--- src/hdl/zero_byte_unpacker_unit_assert.svh ---
// Assertion macros shared by the unpacker RTL.
// Every macro samples on the rising edge of aclk and is off while aresetn is low.
`ifndef ZERO_BYTE_UNPACKER_UNIT_ASSERT_SVH
`define ZERO_BYTE_UNPACKER_UNIT_ASSERT_SVH

// Checks a consequent in the same cycle as its antecedent.
`define ZBU_ASSERT_SAME(name, ante, cons, msg) \
    name: assert property (@(posedge aclk) disable iff (!aresetn) (ante) |-> (cons)) \
        else $error(msg);

// Checks a consequent in the cycle after its antecedent.
`define ZBU_ASSERT_NEXT(name, ante, cons, msg) \
    name: assert property (@(posedge aclk) disable iff (!aresetn) (ante) |=> (cons)) \
        else $error(msg);

`endif

--- src/hdl/zbu_pkg.sv ---
`timescale 1ns / 1ps

package zbu_pkg;

    localparam int GROUP_BYTES = 8;
    localparam int GROUP_SHIFT = $clog2(GROUP_BYTES);
    localparam int BIT_IDX_W   = $clog2(GROUP_BYTES);
    localparam int BITPOS_W    = BIT_IDX_W + 1;
    localparam int RAW_W       = 12;
    localparam int COUNT_W     = 16;

    localparam logic [7:0]         RAW_HEADER  = 8'hFF;
    localparam logic [COUNT_W-1:0] LIMIT_RESET = 16'hFFFF;

    typedef enum logic [1:0] {
        KIND_DATA  = 2'd0,
        KIND_DONE  = 2'd1,
        KIND_TRUNC = 2'd2,
        KIND_OVER  = 2'd3
    } kind_t;

    typedef enum logic [2:0] {
        ST_HEADER,
        ST_COUNT,
        ST_MASKDATA,
        ST_RAW,
        ST_DISCARD,
        ST_WALK,
        ST_STATUS
    } state_t;

    typedef struct packed {
        logic  ld_last;
        logic  ld_mask;
        logic  ld_raw;
        logic  emit_in;
        logic  emit_zero;
        logic  emit_status;
        logic  bitpos_inc;
        logic  raw_dec;
        logic  clear_msg;
        kind_t stat_kind;
    } cmd_t;

    typedef struct packed {
        logic byte_is_raw;
        logic in_last;
        logic raw_last;
        logic ovf_pend;
        logic bit_done;
        logic at_limit;
        logic mask_bit;
        logic last;
        logic out_free;
    } stat_t;

endpackage

--- src/hdl/zbu_ctrl.sv ---
`timescale 1ns / 1ps

module zbu_ctrl (
    input  logic           aclk,
    input  logic           aresetn,
    input  logic           s_valid,
    output logic           s_ready,
    input  zbu_pkg::stat_t stat,
    output zbu_pkg::cmd_t  cmd
);

    zbu_pkg::state_t state_reg, state_next;
    zbu_pkg::kind_t  kind_reg, kind_next;
    logic            acc;

    always_ff @(posedge aclk) begin
        if (!aresetn) begin
            state_reg <= zbu_pkg::ST_HEADER;
            kind_reg  <= zbu_pkg::KIND_DATA;
        end else begin
            state_reg <= state_next;
            kind_reg  <= kind_next;
        end
    end

    always_comb begin
        unique case (state_reg)
            zbu_pkg::ST_HEADER, zbu_pkg::ST_COUNT,
            zbu_pkg::ST_MASKDATA, zbu_pkg::ST_RAW: s_ready = stat.out_free;
            zbu_pkg::ST_DISCARD:                   s_ready = 1'b1;
            default:                               s_ready = 1'b0;
        endcase
    end

    assign acc = s_valid && s_ready;

    always_comb begin
        state_next = state_reg;
        kind_next  = kind_reg;
        unique case (state_reg)
            zbu_pkg::ST_HEADER: begin
                if (acc) begin
                    if (!stat.byte_is_raw) begin
                        state_next = zbu_pkg::ST_WALK;
                    end else if (stat.in_last) begin
                        kind_next  = zbu_pkg::KIND_TRUNC;
                        state_next = zbu_pkg::ST_STATUS;
                    end else begin
                        state_next = zbu_pkg::ST_COUNT;
                    end
                end
            end
            zbu_pkg::ST_COUNT: begin
                if (acc) begin
                    if (stat.in_last) begin
                        kind_next  = zbu_pkg::KIND_TRUNC;
                        state_next = zbu_pkg::ST_STATUS;
                    end else begin
                        state_next = zbu_pkg::ST_RAW;
                    end
                end
            end
            zbu_pkg::ST_MASKDATA: begin
                if (acc) begin
                    state_next = zbu_pkg::ST_WALK;
                end
            end
            zbu_pkg::ST_RAW: begin
                if (acc) begin
                    // The last run byte settles the run; an earlier end truncates it.
                    if (stat.raw_last) begin
                        if (stat.ovf_pend) begin
                            kind_next  = zbu_pkg::KIND_OVER;
                            state_next = zbu_pkg::ST_STATUS;
                        end else if (stat.in_last) begin
                            kind_next  = zbu_pkg::KIND_DONE;
                            state_next = zbu_pkg::ST_STATUS;
                        end else begin
                            state_next = zbu_pkg::ST_HEADER;
                        end
                    end else if (stat.in_last) begin
                        kind_next  = zbu_pkg::KIND_TRUNC;
                        state_next = zbu_pkg::ST_STATUS;
                    end
                end
            end
            zbu_pkg::ST_DISCARD: begin
                if (acc && stat.in_last) begin
                    state_next = zbu_pkg::ST_HEADER;
                end
            end
            zbu_pkg::ST_WALK: begin
                if (stat.bit_done) begin
                    if (stat.last) begin
                        kind_next  = zbu_pkg::KIND_DONE;
                        state_next = zbu_pkg::ST_STATUS;
                    end else begin
                        state_next = zbu_pkg::ST_HEADER;
                    end
                end else if (stat.at_limit) begin
                    kind_next  = zbu_pkg::KIND_OVER;
                    state_next = zbu_pkg::ST_STATUS;
                end else if (stat.mask_bit) begin
                    if (stat.last) begin
                        kind_next  = zbu_pkg::KIND_TRUNC;
                        state_next = zbu_pkg::ST_STATUS;
                    end else begin
                        state_next = zbu_pkg::ST_MASKDATA;
                    end
                end
            end
            zbu_pkg::ST_STATUS: begin
                if (stat.out_free) begin
                    state_next = stat.last ? zbu_pkg::ST_HEADER : zbu_pkg::ST_DISCARD;
                end
            end
            default: state_next = zbu_pkg::ST_HEADER;
        endcase
    end

    always_comb begin
        cmd           = '0;
        cmd.stat_kind = kind_reg;
        unique case (state_reg)
            zbu_pkg::ST_HEADER: begin
                cmd.ld_last = acc;
                cmd.ld_mask = acc && !stat.byte_is_raw;
            end
            zbu_pkg::ST_COUNT: begin
                cmd.ld_last = acc;
                cmd.ld_raw  = acc;
            end
            zbu_pkg::ST_MASKDATA: begin
                cmd.ld_last    = acc;
                cmd.emit_in    = acc;
                cmd.bitpos_inc = acc;
            end
            zbu_pkg::ST_RAW: begin
                cmd.ld_last = acc;
                cmd.emit_in = acc && !stat.ovf_pend;
                cmd.raw_dec = acc;
            end
            zbu_pkg::ST_DISCARD: begin
                cmd.ld_last   = acc;
                cmd.clear_msg = acc && stat.in_last;
            end
            zbu_pkg::ST_WALK: begin
                // A clear mask bit gives a zero byte once the output register is free.
                if (!stat.bit_done && !stat.at_limit && !stat.mask_bit && stat.out_free) begin
                    cmd.emit_zero  = 1'b1;
                    cmd.bitpos_inc = 1'b1;
                end
            end
            zbu_pkg::ST_STATUS: begin
                cmd.emit_status = stat.out_free;
                cmd.clear_msg   = stat.out_free && stat.last;
            end
            default: cmd.clear_msg = 1'b0;
        endcase
    end

endmodule

--- src/hdl/zbu_datapath.sv ---
`timescale 1ns / 1ps

module zbu_datapath (
    input  logic                          aclk,
    input  logic                          aresetn,
    input  logic [7:0]                    s_packed_byte,
    input  logic                          s_message_end,
    input  logic                          cfg_valid,
    input  logic [zbu_pkg::COUNT_W-1:0]   cfg_output_limit,
    input  zbu_pkg::cmd_t                 cmd,
    output zbu_pkg::stat_t                stat,
    input  logic                          m_ready,
    output logic                          m_valid,
    output logic [1:0]                    m_kind,
    output logic [7:0]                    m_plain_byte,
    output logic [zbu_pkg::COUNT_W-1:0]   m_total_length,
    output logic                          m_final_item
);

    logic [7:0]                   mask_reg, mask_next;
    logic [zbu_pkg::BITPOS_W-1:0] bitpos_reg, bitpos_next;
    logic [zbu_pkg::RAW_W-1:0]    raw_reg, raw_next;
    logic [zbu_pkg::COUNT_W-1:0]  written_reg, written_next;
    logic                         ovf_reg, ovf_next;
    logic                         last_reg, last_next;
    logic [zbu_pkg::COUNT_W-1:0]  limit_reg, limit_next;

    logic                         m_valid_reg, m_valid_next;
    zbu_pkg::kind_t               m_kind_reg, m_kind_next;
    logic [7:0]                   m_byte_reg, m_byte_next;
    logic [zbu_pkg::COUNT_W-1:0]  m_total_reg, m_total_next;
    logic                         m_final_reg, m_final_next;

    logic [zbu_pkg::COUNT_W-1:0]  written_plus1;
    logic [zbu_pkg::RAW_W-1:0]    raw_load;
    logic [zbu_pkg::COUNT_W:0]    raw_end;
    logic                         emit_any;

    assign written_plus1 = written_reg + zbu_pkg::COUNT_W'(1);
    assign raw_load = (zbu_pkg::RAW_W'(s_packed_byte) + zbu_pkg::RAW_W'(1))
                      << zbu_pkg::GROUP_SHIFT;
    assign raw_end  = {1'b0, written_reg} + (zbu_pkg::COUNT_W + 1)'(raw_load);
    assign emit_any = cmd.emit_in || cmd.emit_zero || cmd.emit_status;

    always_comb begin
        mask_next    = mask_reg;
        bitpos_next  = bitpos_reg;
        raw_next     = raw_reg;
        written_next = written_reg;
        ovf_next     = ovf_reg;
        last_next    = last_reg;
        limit_next   = cfg_valid ? cfg_output_limit : limit_reg;

        if (cmd.ld_last) begin
            last_next = s_message_end;
        end
        if (cmd.ld_mask) begin
            mask_next   = s_packed_byte;
            bitpos_next = '0;
        end
        if (cmd.bitpos_inc) begin
            bitpos_next = bitpos_reg + zbu_pkg::BITPOS_W'(1);
        end
        if (cmd.ld_raw) begin
            raw_next = raw_load;
            ovf_next = raw_end > {1'b0, limit_reg};
        end
        if (cmd.raw_dec) begin
            raw_next = raw_reg - zbu_pkg::RAW_W'(1);
        end
        if (cmd.emit_in || cmd.emit_zero) begin
            written_next = written_plus1;
        end
        if (cmd.clear_msg) begin
            mask_next    = '0;
            bitpos_next  = '0;
            raw_next     = '0;
            written_next = '0;
            ovf_next     = 1'b0;
        end
    end

    always_comb begin
        m_kind_next  = m_kind_reg;
        m_byte_next  = m_byte_reg;
        m_total_next = m_total_reg;
        m_final_next = m_final_reg;
        if (cmd.emit_in || cmd.emit_zero) begin
            m_kind_next  = zbu_pkg::KIND_DATA;
            m_byte_next  = cmd.emit_in ? s_packed_byte : 8'd0;
            m_total_next = written_plus1;
            m_final_next = 1'b0;
        end else if (cmd.emit_status) begin
            m_kind_next  = cmd.stat_kind;
            m_byte_next  = 8'd0;
            m_total_next = written_reg;
            m_final_next = 1'b1;
        end
        if (emit_any) begin
            m_valid_next = 1'b1;
        end else begin
            m_valid_next = m_valid_reg && !m_ready;
        end
    end

    always_ff @(posedge aclk) begin
        if (!aresetn) begin
            mask_reg    <= '0;
            bitpos_reg  <= '0;
            raw_reg     <= '0;
            written_reg <= '0;
            ovf_reg     <= 1'b0;
            last_reg    <= 1'b0;
            limit_reg   <= zbu_pkg::LIMIT_RESET;
            m_valid_reg <= 1'b0;
        end else begin
            mask_reg    <= mask_next;
            bitpos_reg  <= bitpos_next;
            raw_reg     <= raw_next;
            written_reg <= written_next;
            ovf_reg     <= ovf_next;
            last_reg    <= last_next;
            limit_reg   <= limit_next;
            m_valid_reg <= m_valid_next;
        end
    end

    always_ff @(posedge aclk) begin
        m_kind_reg  <= m_kind_next;
        m_byte_reg  <= m_byte_next;
        m_total_reg <= m_total_next;
        m_final_reg <= m_final_next;
    end

    always_comb begin
        stat.byte_is_raw = s_packed_byte == zbu_pkg::RAW_HEADER;
        stat.in_last     = s_message_end;
        stat.raw_last    = raw_reg == zbu_pkg::RAW_W'(1);
        stat.ovf_pend    = ovf_reg;
        stat.bit_done    = bitpos_reg == zbu_pkg::BITPOS_W'(zbu_pkg::GROUP_BYTES);
        stat.at_limit    = written_reg >= limit_reg;
        stat.mask_bit    = mask_reg[bitpos_reg[zbu_pkg::BIT_IDX_W-1:0]];
        stat.last        = last_reg;
        stat.out_free    = !m_valid_reg || m_ready;
    end

    assign m_valid        = m_valid_reg;
    assign m_kind         = m_kind_reg;
    assign m_plain_byte   = m_byte_reg;
    assign m_total_length = m_total_reg;
    assign m_final_item   = m_final_reg;

endmodule

--- src/hdl/zero_byte_unpacker_unit.sv ---
// A result reaches the m_ side in the cycle after the byte or walk step that makes it.
// Throughput: one input byte per cycle while the output register is free; a mask header then
// walks its eight bits one step per bit, one result per cycle out of the single output
// register while it is free, plus a step at the group end and a step for each status item.
// Reset (aresetn low, synchronous): header phase, counters cleared, output_limit = 65535.
`timescale 1ns / 1ps

`include "zero_byte_unpacker_unit_assert.svh"

module zero_byte_unpacker_unit (
    input  logic                        aclk,
    input  logic                        aresetn,
    input  logic                        s_valid,
    output logic                        s_ready,
    input  logic [7:0]                  s_packed_byte,
    input  logic                        s_message_end,
    input  logic                        cfg_valid,
    output logic                        cfg_ready,
    input  logic [zbu_pkg::COUNT_W-1:0] cfg_output_limit,
    output logic                        m_valid,
    input  logic                        m_ready,
    output logic [1:0]                  m_kind,
    output logic [7:0]                  m_plain_byte,
    output logic [zbu_pkg::COUNT_W-1:0] m_total_length,
    output logic                        m_final_item
);

    zbu_pkg::cmd_t  cmd;
    zbu_pkg::stat_t stat;

    assign cfg_ready = 1'b1;

    zbu_ctrl u_ctrl (
        .aclk    (aclk),
        .aresetn (aresetn),
        .s_valid (s_valid),
        .s_ready (s_ready),
        .stat    (stat),
        .cmd     (cmd)
    );

    zbu_datapath u_datapath (
        .aclk             (aclk),
        .aresetn          (aresetn),
        .s_packed_byte    (s_packed_byte),
        .s_message_end    (s_message_end),
        .cfg_valid        (cfg_valid),
        .cfg_output_limit (cfg_output_limit),
        .cmd              (cmd),
        .stat             (stat),
        .m_ready          (m_ready),
        .m_valid          (m_valid),
        .m_kind           (m_kind),
        .m_plain_byte     (m_plain_byte),
        .m_total_length   (m_total_length),
        .m_final_item     (m_final_item)
    );

    // While a data result is stalled, no input transaction may be taken. Discarded bytes
    // after an error may still pass a waiting status item, since they produce nothing.
    `ZBU_ASSERT_SAME(a_no_accept_on_stall, s_ready && m_valid && !m_final_item, m_ready, "input taken while output stalled")
    // A status item carries a status kind and a zero byte.
    `ZBU_ASSERT_SAME(a_status_shape, m_valid && m_final_item, (m_kind != zbu_pkg::KIND_DATA) && (m_plain_byte == 8'd0), "malformed status item")
    // Nothing follows a status item in the very next cycle.
    `ZBU_ASSERT_NEXT(a_gap_after_status, m_valid && m_ready && m_final_item, !m_valid, "result right after status item")

endmodule
--- config.mk ---
export PLATFORM = sky130hd
export DESIGN_NAME = zero_byte_unpacker_unit
export DESIGN_NICKNAME = d
export VERILOG_FILES = /design/src/hdl/zbu_pkg.sv /design/src/hdl/zbu_ctrl.sv /design/src/hdl/zbu_datapath.sv /design/src/hdl/zero_byte_unpacker_unit.sv
export VERILOG_INCLUDE_DIRS = /design/src /design/src/hdl
export SDC_FILE = /design/constraint.sdc
export NUM_CORES = 1
export LEC_CHECK = 0
export CAP_MARGIN = 30
export CORE_ASPECT_RATIO = 1.4
export CORE_MARGIN = 2
export CORE_UTILIZATION = 69
export CTS_CLUSTER_DIAMETER = 40
export DETAILED_ROUTE_END_ITERATION = 12
export DONT_BUFFER_PORTS = 1
export GPL_ROUTABILITY_DRIVEN = 0
export MAX_ROUTING_LAYER = met4
export PLACE_DENSITY_LB_ADDON = 0.1
export SLEW_MARGIN = 40
export SYNTH_ARGS = -nofsm -noshare
export SYNTH_HDL_FRONTEND = slang
export SYNTH_SLANG_ARGS = --single-unit
--- constraint.sdc ---
create_clock -name aclk -period 6.96 [get_ports aclk]
set_input_delay 0.348 -clock aclk [delete_from_list [all_inputs] [get_ports aclk]]
set_output_delay 0.348 -clock aclk [all_outputs]
set_load 0.01 [all_outputs]
# After elaboration in Yosys (flattened, before gate mapping)
# Cells that the tools add are included.
# op_classes
add_sub_neg	5
n_lt_le_gt_ge	3
n_eq_ne	21
muxes	57
bitwise_logic	1
reduce_logical	29
# op_table
operator	count
$mux 3	19
$mux 16	2
$mux 2	13
$mux 12	2
$mux 8	3
$pmux 3 s7	1
$add 16x12->17	1
$gt 17x16->1	1
$add 16x1->16 const B	1
$ge 16x16->1	1
$ne 2x1->1 const B	7
$eq 12x1->1 const B	1
$sub 12x1->12 const B	1
$add 8x1->9 const B	1
$eq 3x3->1 const B	3
$logic_and 1x1->1	9
$mux 1	9
$reduce_and 9->1	1
$eq 8x8->1 const B	1
$mux 4	2
$pmux 1 s2	4
$pmux 2 s4	1
$reduce_and 8->1	1
$logic_not 1->1	7
other kinds (19)	24
# totals
regBits	91
inputBits	30
out_inout_bits	30
word_cells	130

# Depth between registers and ports, before layout
# depth
ltp_word	10
depth_mapped	19
depth_no_buf	19

# Modules after synthesis
# Synthesis repeated with hierarchy kept, for this count alone.
# unflattened
cells_unflattened	595
hier_area_um2	5475.3
# by_module_without_submodules
mod	n_inst	cells_per_inst	area_per_inst_um2	seq_area_each_um2
zbu_datapath	1	503	4854.7	1961.9
zbu_ctrl	1	90	609.3	100.1
zero_byte_unpacker_unit	1	2	11.3	0.0

# Worst setup path before layout
# Ideal clock, no wire load.
# synth_path
kind	input to register
startpoint	input s_packed_byte[0]
endpoint	register u_datapath.ovf_reg
setup_ns	0.161
arrival_ns	3.226
t_required_ns	6.799
setup_slack_ns	3.573
stages	15
path_buffers	0
path_cell_list	ha_1 xor2_1 ha_1 nor2b_1 o31a_1 o41ai_1 o21bai_1 xor2_1 ha_1 nand2_1 nor2_1 a2111oi_0 nor2_1 o31ai_1 a221oi_1
# synth_via
elab_chain_cells	3
# synth_lines
element	line	rtl
start: declaration	zero_byte_unpacker_unit.sv:15	input logic [7:0] s_packed_byte,
$add 8x1->9	zbu_datapath.sv:40	assign raw_load = (zbu_pkg::RAW_W'(s_packed_byte) + zbu_pkg::RAW_W'(1))
$add 16x12->17	zbu_datapath.sv:42	assign raw_end = {1'b0, written_reg} + (zbu_pkg::COUNT_W + 1)'(raw_load);
$gt 17x16->1	zbu_datapath.sv:66	ovf_next = raw_end > {1'b0, limit_reg};
end signal: assignment	zbu_datapath.sv:121	ovf_reg <= ovf_next;
end: declaration	zbu_datapath.sv:24	logic ovf_reg, ovf_next;
# No other way between the ends.
# A chain may end at the register's enable or synchronous reset.

# Worst setup path after layout
# Same ends and word-level chain as after synthesis.

==> results.yml <==
run_status:
  status: "finished, final reports clean"
worst_setup_path:
  crit_slowest_cell: "a2111oi_0"
  critPathLaunch: "s_packed_byte[0]"
  worst_path_largest_cell_delay_ns: 0.49
  r2r_end: "u_datapath.ovf_reg"
  crit_top_cell: "ha_1"
  worstSetupStartpointType: "input pin"
  r2r_setup_slack_ns: 3.33
  path_buf_inv: 0
  endpoint_kind: "flip-flop"
  cp_max_fo: 7
  worst-r2r-cell-count: 17
  required_ns: 7.20
  crit_family: "compound AO/OA/AOI/OAI gates"
  arrival_ns: 3.89
  worstSetupPathType: "in2reg"
  rr_startpoint: "u_datapath.written_reg[3]"
  path_cells: "ha_1 -> xor2_1 -> ha_1 -> nor2b_1 -> o31a_1 -> o41ai_1 -> o21bai_1 -> xor2_1 -> ha_1 -> nand2_1 -> nor2_1 -> a2111oi_0 -> nor2_1 -> o31ai_1 -> a221oi_1"
synthesis:
  syn_area_per_cell_um2: 8.69
  synth_compound_area_share_pct: 18.5
  synth_top_family_by_area: "simple AND/OR/NAND/NOR gates"
  netlist.area_leader.share_pct: 24.9
  netlist_area_um2: 5390
  ys_seq_elements: 91
  synth_common_cells: "nand2_1 (84), dfxtp_1 (67), a21oi_1 (45), ha_1 (45), inv_1 (37)"
  yosysMostFrequentCell: "nand2_1"
  synthArstFlopShare_pct: 0
  synth_xor_area_share_pct: 3.25
  syn-instance-count: 620
  yosys_warnings: 0
  ys.flop_type: "dfxtp_1"
  synth_edf_count: 24
  yosysUniqueCellTypes: 60
  yosysSeqAreaShare_pct: 38.3
  synthSimpleGateAreaFrac_pct: 21.8
  muxShareOfSynthArea_pct: 2.55
  postSynthNetCount: 696
  synthTopCellsByArea: "dfxtp_1 (25%), edfxtp_1 (13%), ha_1 (10%)"
  synth_largest_area_cell: "dfxtp_1"
  synthAdderAreaFrac_pct: 10.8
sta:
  fmax_ghz: 0.274
  final.setup.worst_slack_ns: 3.31
  fin_tns_setup_ns: 0
  finalCritPeriodShare_pct: 52.5
  final_max_slew_viol_count: 0
  finalHoldViolCount: 0
  slew_headroom_pct: 55.7
  rsz0062_at_grt: "no"
  skew_ns: 0.0121
  worst_pin_slew_ns: 0.662
  timing.hold.ws_ns: 0.0306
  min_period_ns: 3.65
  setup_viol: 0
clock_tree:
  cts-htree-levels: 3
  post_cts_buffers: 0
  tritoncts: "built"
  clock_sinks: 91
  clkTransAtPathRegs_ns: 0.09
  clock-root-buffer: "clkbuf_8"
  clock_path_buffers: 2
  cts-resized-gates: 0
  cts_buffers: 9
  holdBufCountCts: 0
  clock_latency_ns: 0.38
hold_path:
  min_from: "aresetn"
  min_path_type: "in2reg"
  worstHoldPathCells: 1
  min_delay_worst_endpoint: "u_datapath.limit_reg[0]"
placed_design:
  dp_hpwl_um: 9380
  place_ws_ns: 2.94
  io_buffers: 0
global_routing:
  grt_pass1_wl_um: 20700
  grt_pass1_vias: 4487
  grt-ovfl-total: 0
  grt_max_degree: 36
  antenna_found_initial: 0
  grt_use_total_pct: 32.1
floorplanning:
  dieArea_um2: 8540
  dieHeight_um: 109
  core_area_um2: 7650
  die_w_um: 78.7
  ios: 60
  rows: 38
  initial_core_util_pct: 70.4
drt:
  first_pass_iters: 5
  remaining_drc_errors: 0
  viasPerCell: 6.53
  routed_wirelength_um: 12600
  vias: 4643
  drt_iter0_markers: 313
  wl_per_cell_um: 17.7
  ant_nets: 0
run:
  max_cap_violations: 0
final_layout:
  syn2layout_area_growth_pct: 5.55
  nets: 682
  drive_gt1_share_pct: 5.40
  diodes: 0
power_and_ir_drop:
  peakVddDrop_uv: 160
  powerDensity_nw_per_um2: 273
  leakagePower_nw: 2.38
## worst max path at each step
stage	depth (start not counted)	endpoint	slack (ns)
6_report	15	u_datapath.ovf_reg	3.31
5_1_grt	15	u_datapath.ovf_reg	2.98
4_1_cts	15	u_datapath.ovf_reg	3.32
3_5_place_dp	15	u_datapath.ovf_reg	2.94
3_3_place_gp	8	u_datapath.m_valid	2.94
2_1_floorplan	15	u_datapath.ovf_reg	3.57
## cell families after synthesis
family / count (synthesis)
buffers and inverters: 64
flip-flops: 91
AND/OR/NAND/NOR: 234
other: 1
XOR/XNOR: 20
AO/OA/AOI/OAI: 153
adder cells (fa/ha/maj): 46
multiplexers: 11
## layout by cell type, fill, tap and decap left out, types with 3 or more instances in the layout
cell type / count
a211oi_1: 4
a21o_1: 5
a21oi_1: 45
a22oi_1: 5
a31oi_1: 6
and2_1: 12
and3_1: 11
bufinv_16: 3
clkbuf_8: 10
dfxtp_1: 67
edfxtp_1: 24
ha_1: 45
inv_1: 37
mux2i_1: 7
nand2_1: 83
nand2b_1: 6
nand3_1: 26
nand3b_1: 4
nand4_1: 10
nor2_1: 32
nor2b_1: 9
nor3_1: 11
nor4_1: 3
o211ai_1: 17
o21ai_0: 22
o21ai_1: 4
o21bai_1: 3
o221ai_1: 6
o311ai_0: 3
o31ai_1: 11
or3_1: 5
or4_1: 12
or4_4: 3
xnor2_1: 15
xor2_1: 5
## cell type report
class                      instances  area, um^2
clock buffer                      10         138
inverter                          37         139
sequential                        91        2060
timing repair buffer               2        15.0
clock inverter                     6         113
multi-input combinational        465        3100
fill                             580        1970
tap                              100         125
## where the power goes
part / leakage [nW] / switching [W] / internal, W / total [W]
clock network: 0.126 / 0.000196 / 0.000249 / 0.000445
logic: 1.49 / 0.000248 / 0.000135 / 0.000384
registers: 0.773 / 0.0000830 / 0.000640 / 0.000723
total: 2.38 / 0.000528 / 0.00102 / 0.00155
## layer usage
layer  global-route usage, %  wire (um)
met4                    19.5        603
met5                       -          0
met3                    5.93        710
met2                    54.8       6540
met1                    34.3       4760
## stage by stage
stage          utilization [%]  power [W]  cells  instance area, um^2
4_1_cts                   74.3    0.00155    711                 5690
6_report                  74.3    0.00155    711                 5690
3_5_place_dp              71.0    0.00111    695                 5440
5_1_grt                   74.3    0.00163    711                 5690
3_3_place_gp              71.0    0.00110    695                 5430
2_1_floorplan                -    0.00103    620                 5390
Note: power is estimated with default switching activity, not from simulation.
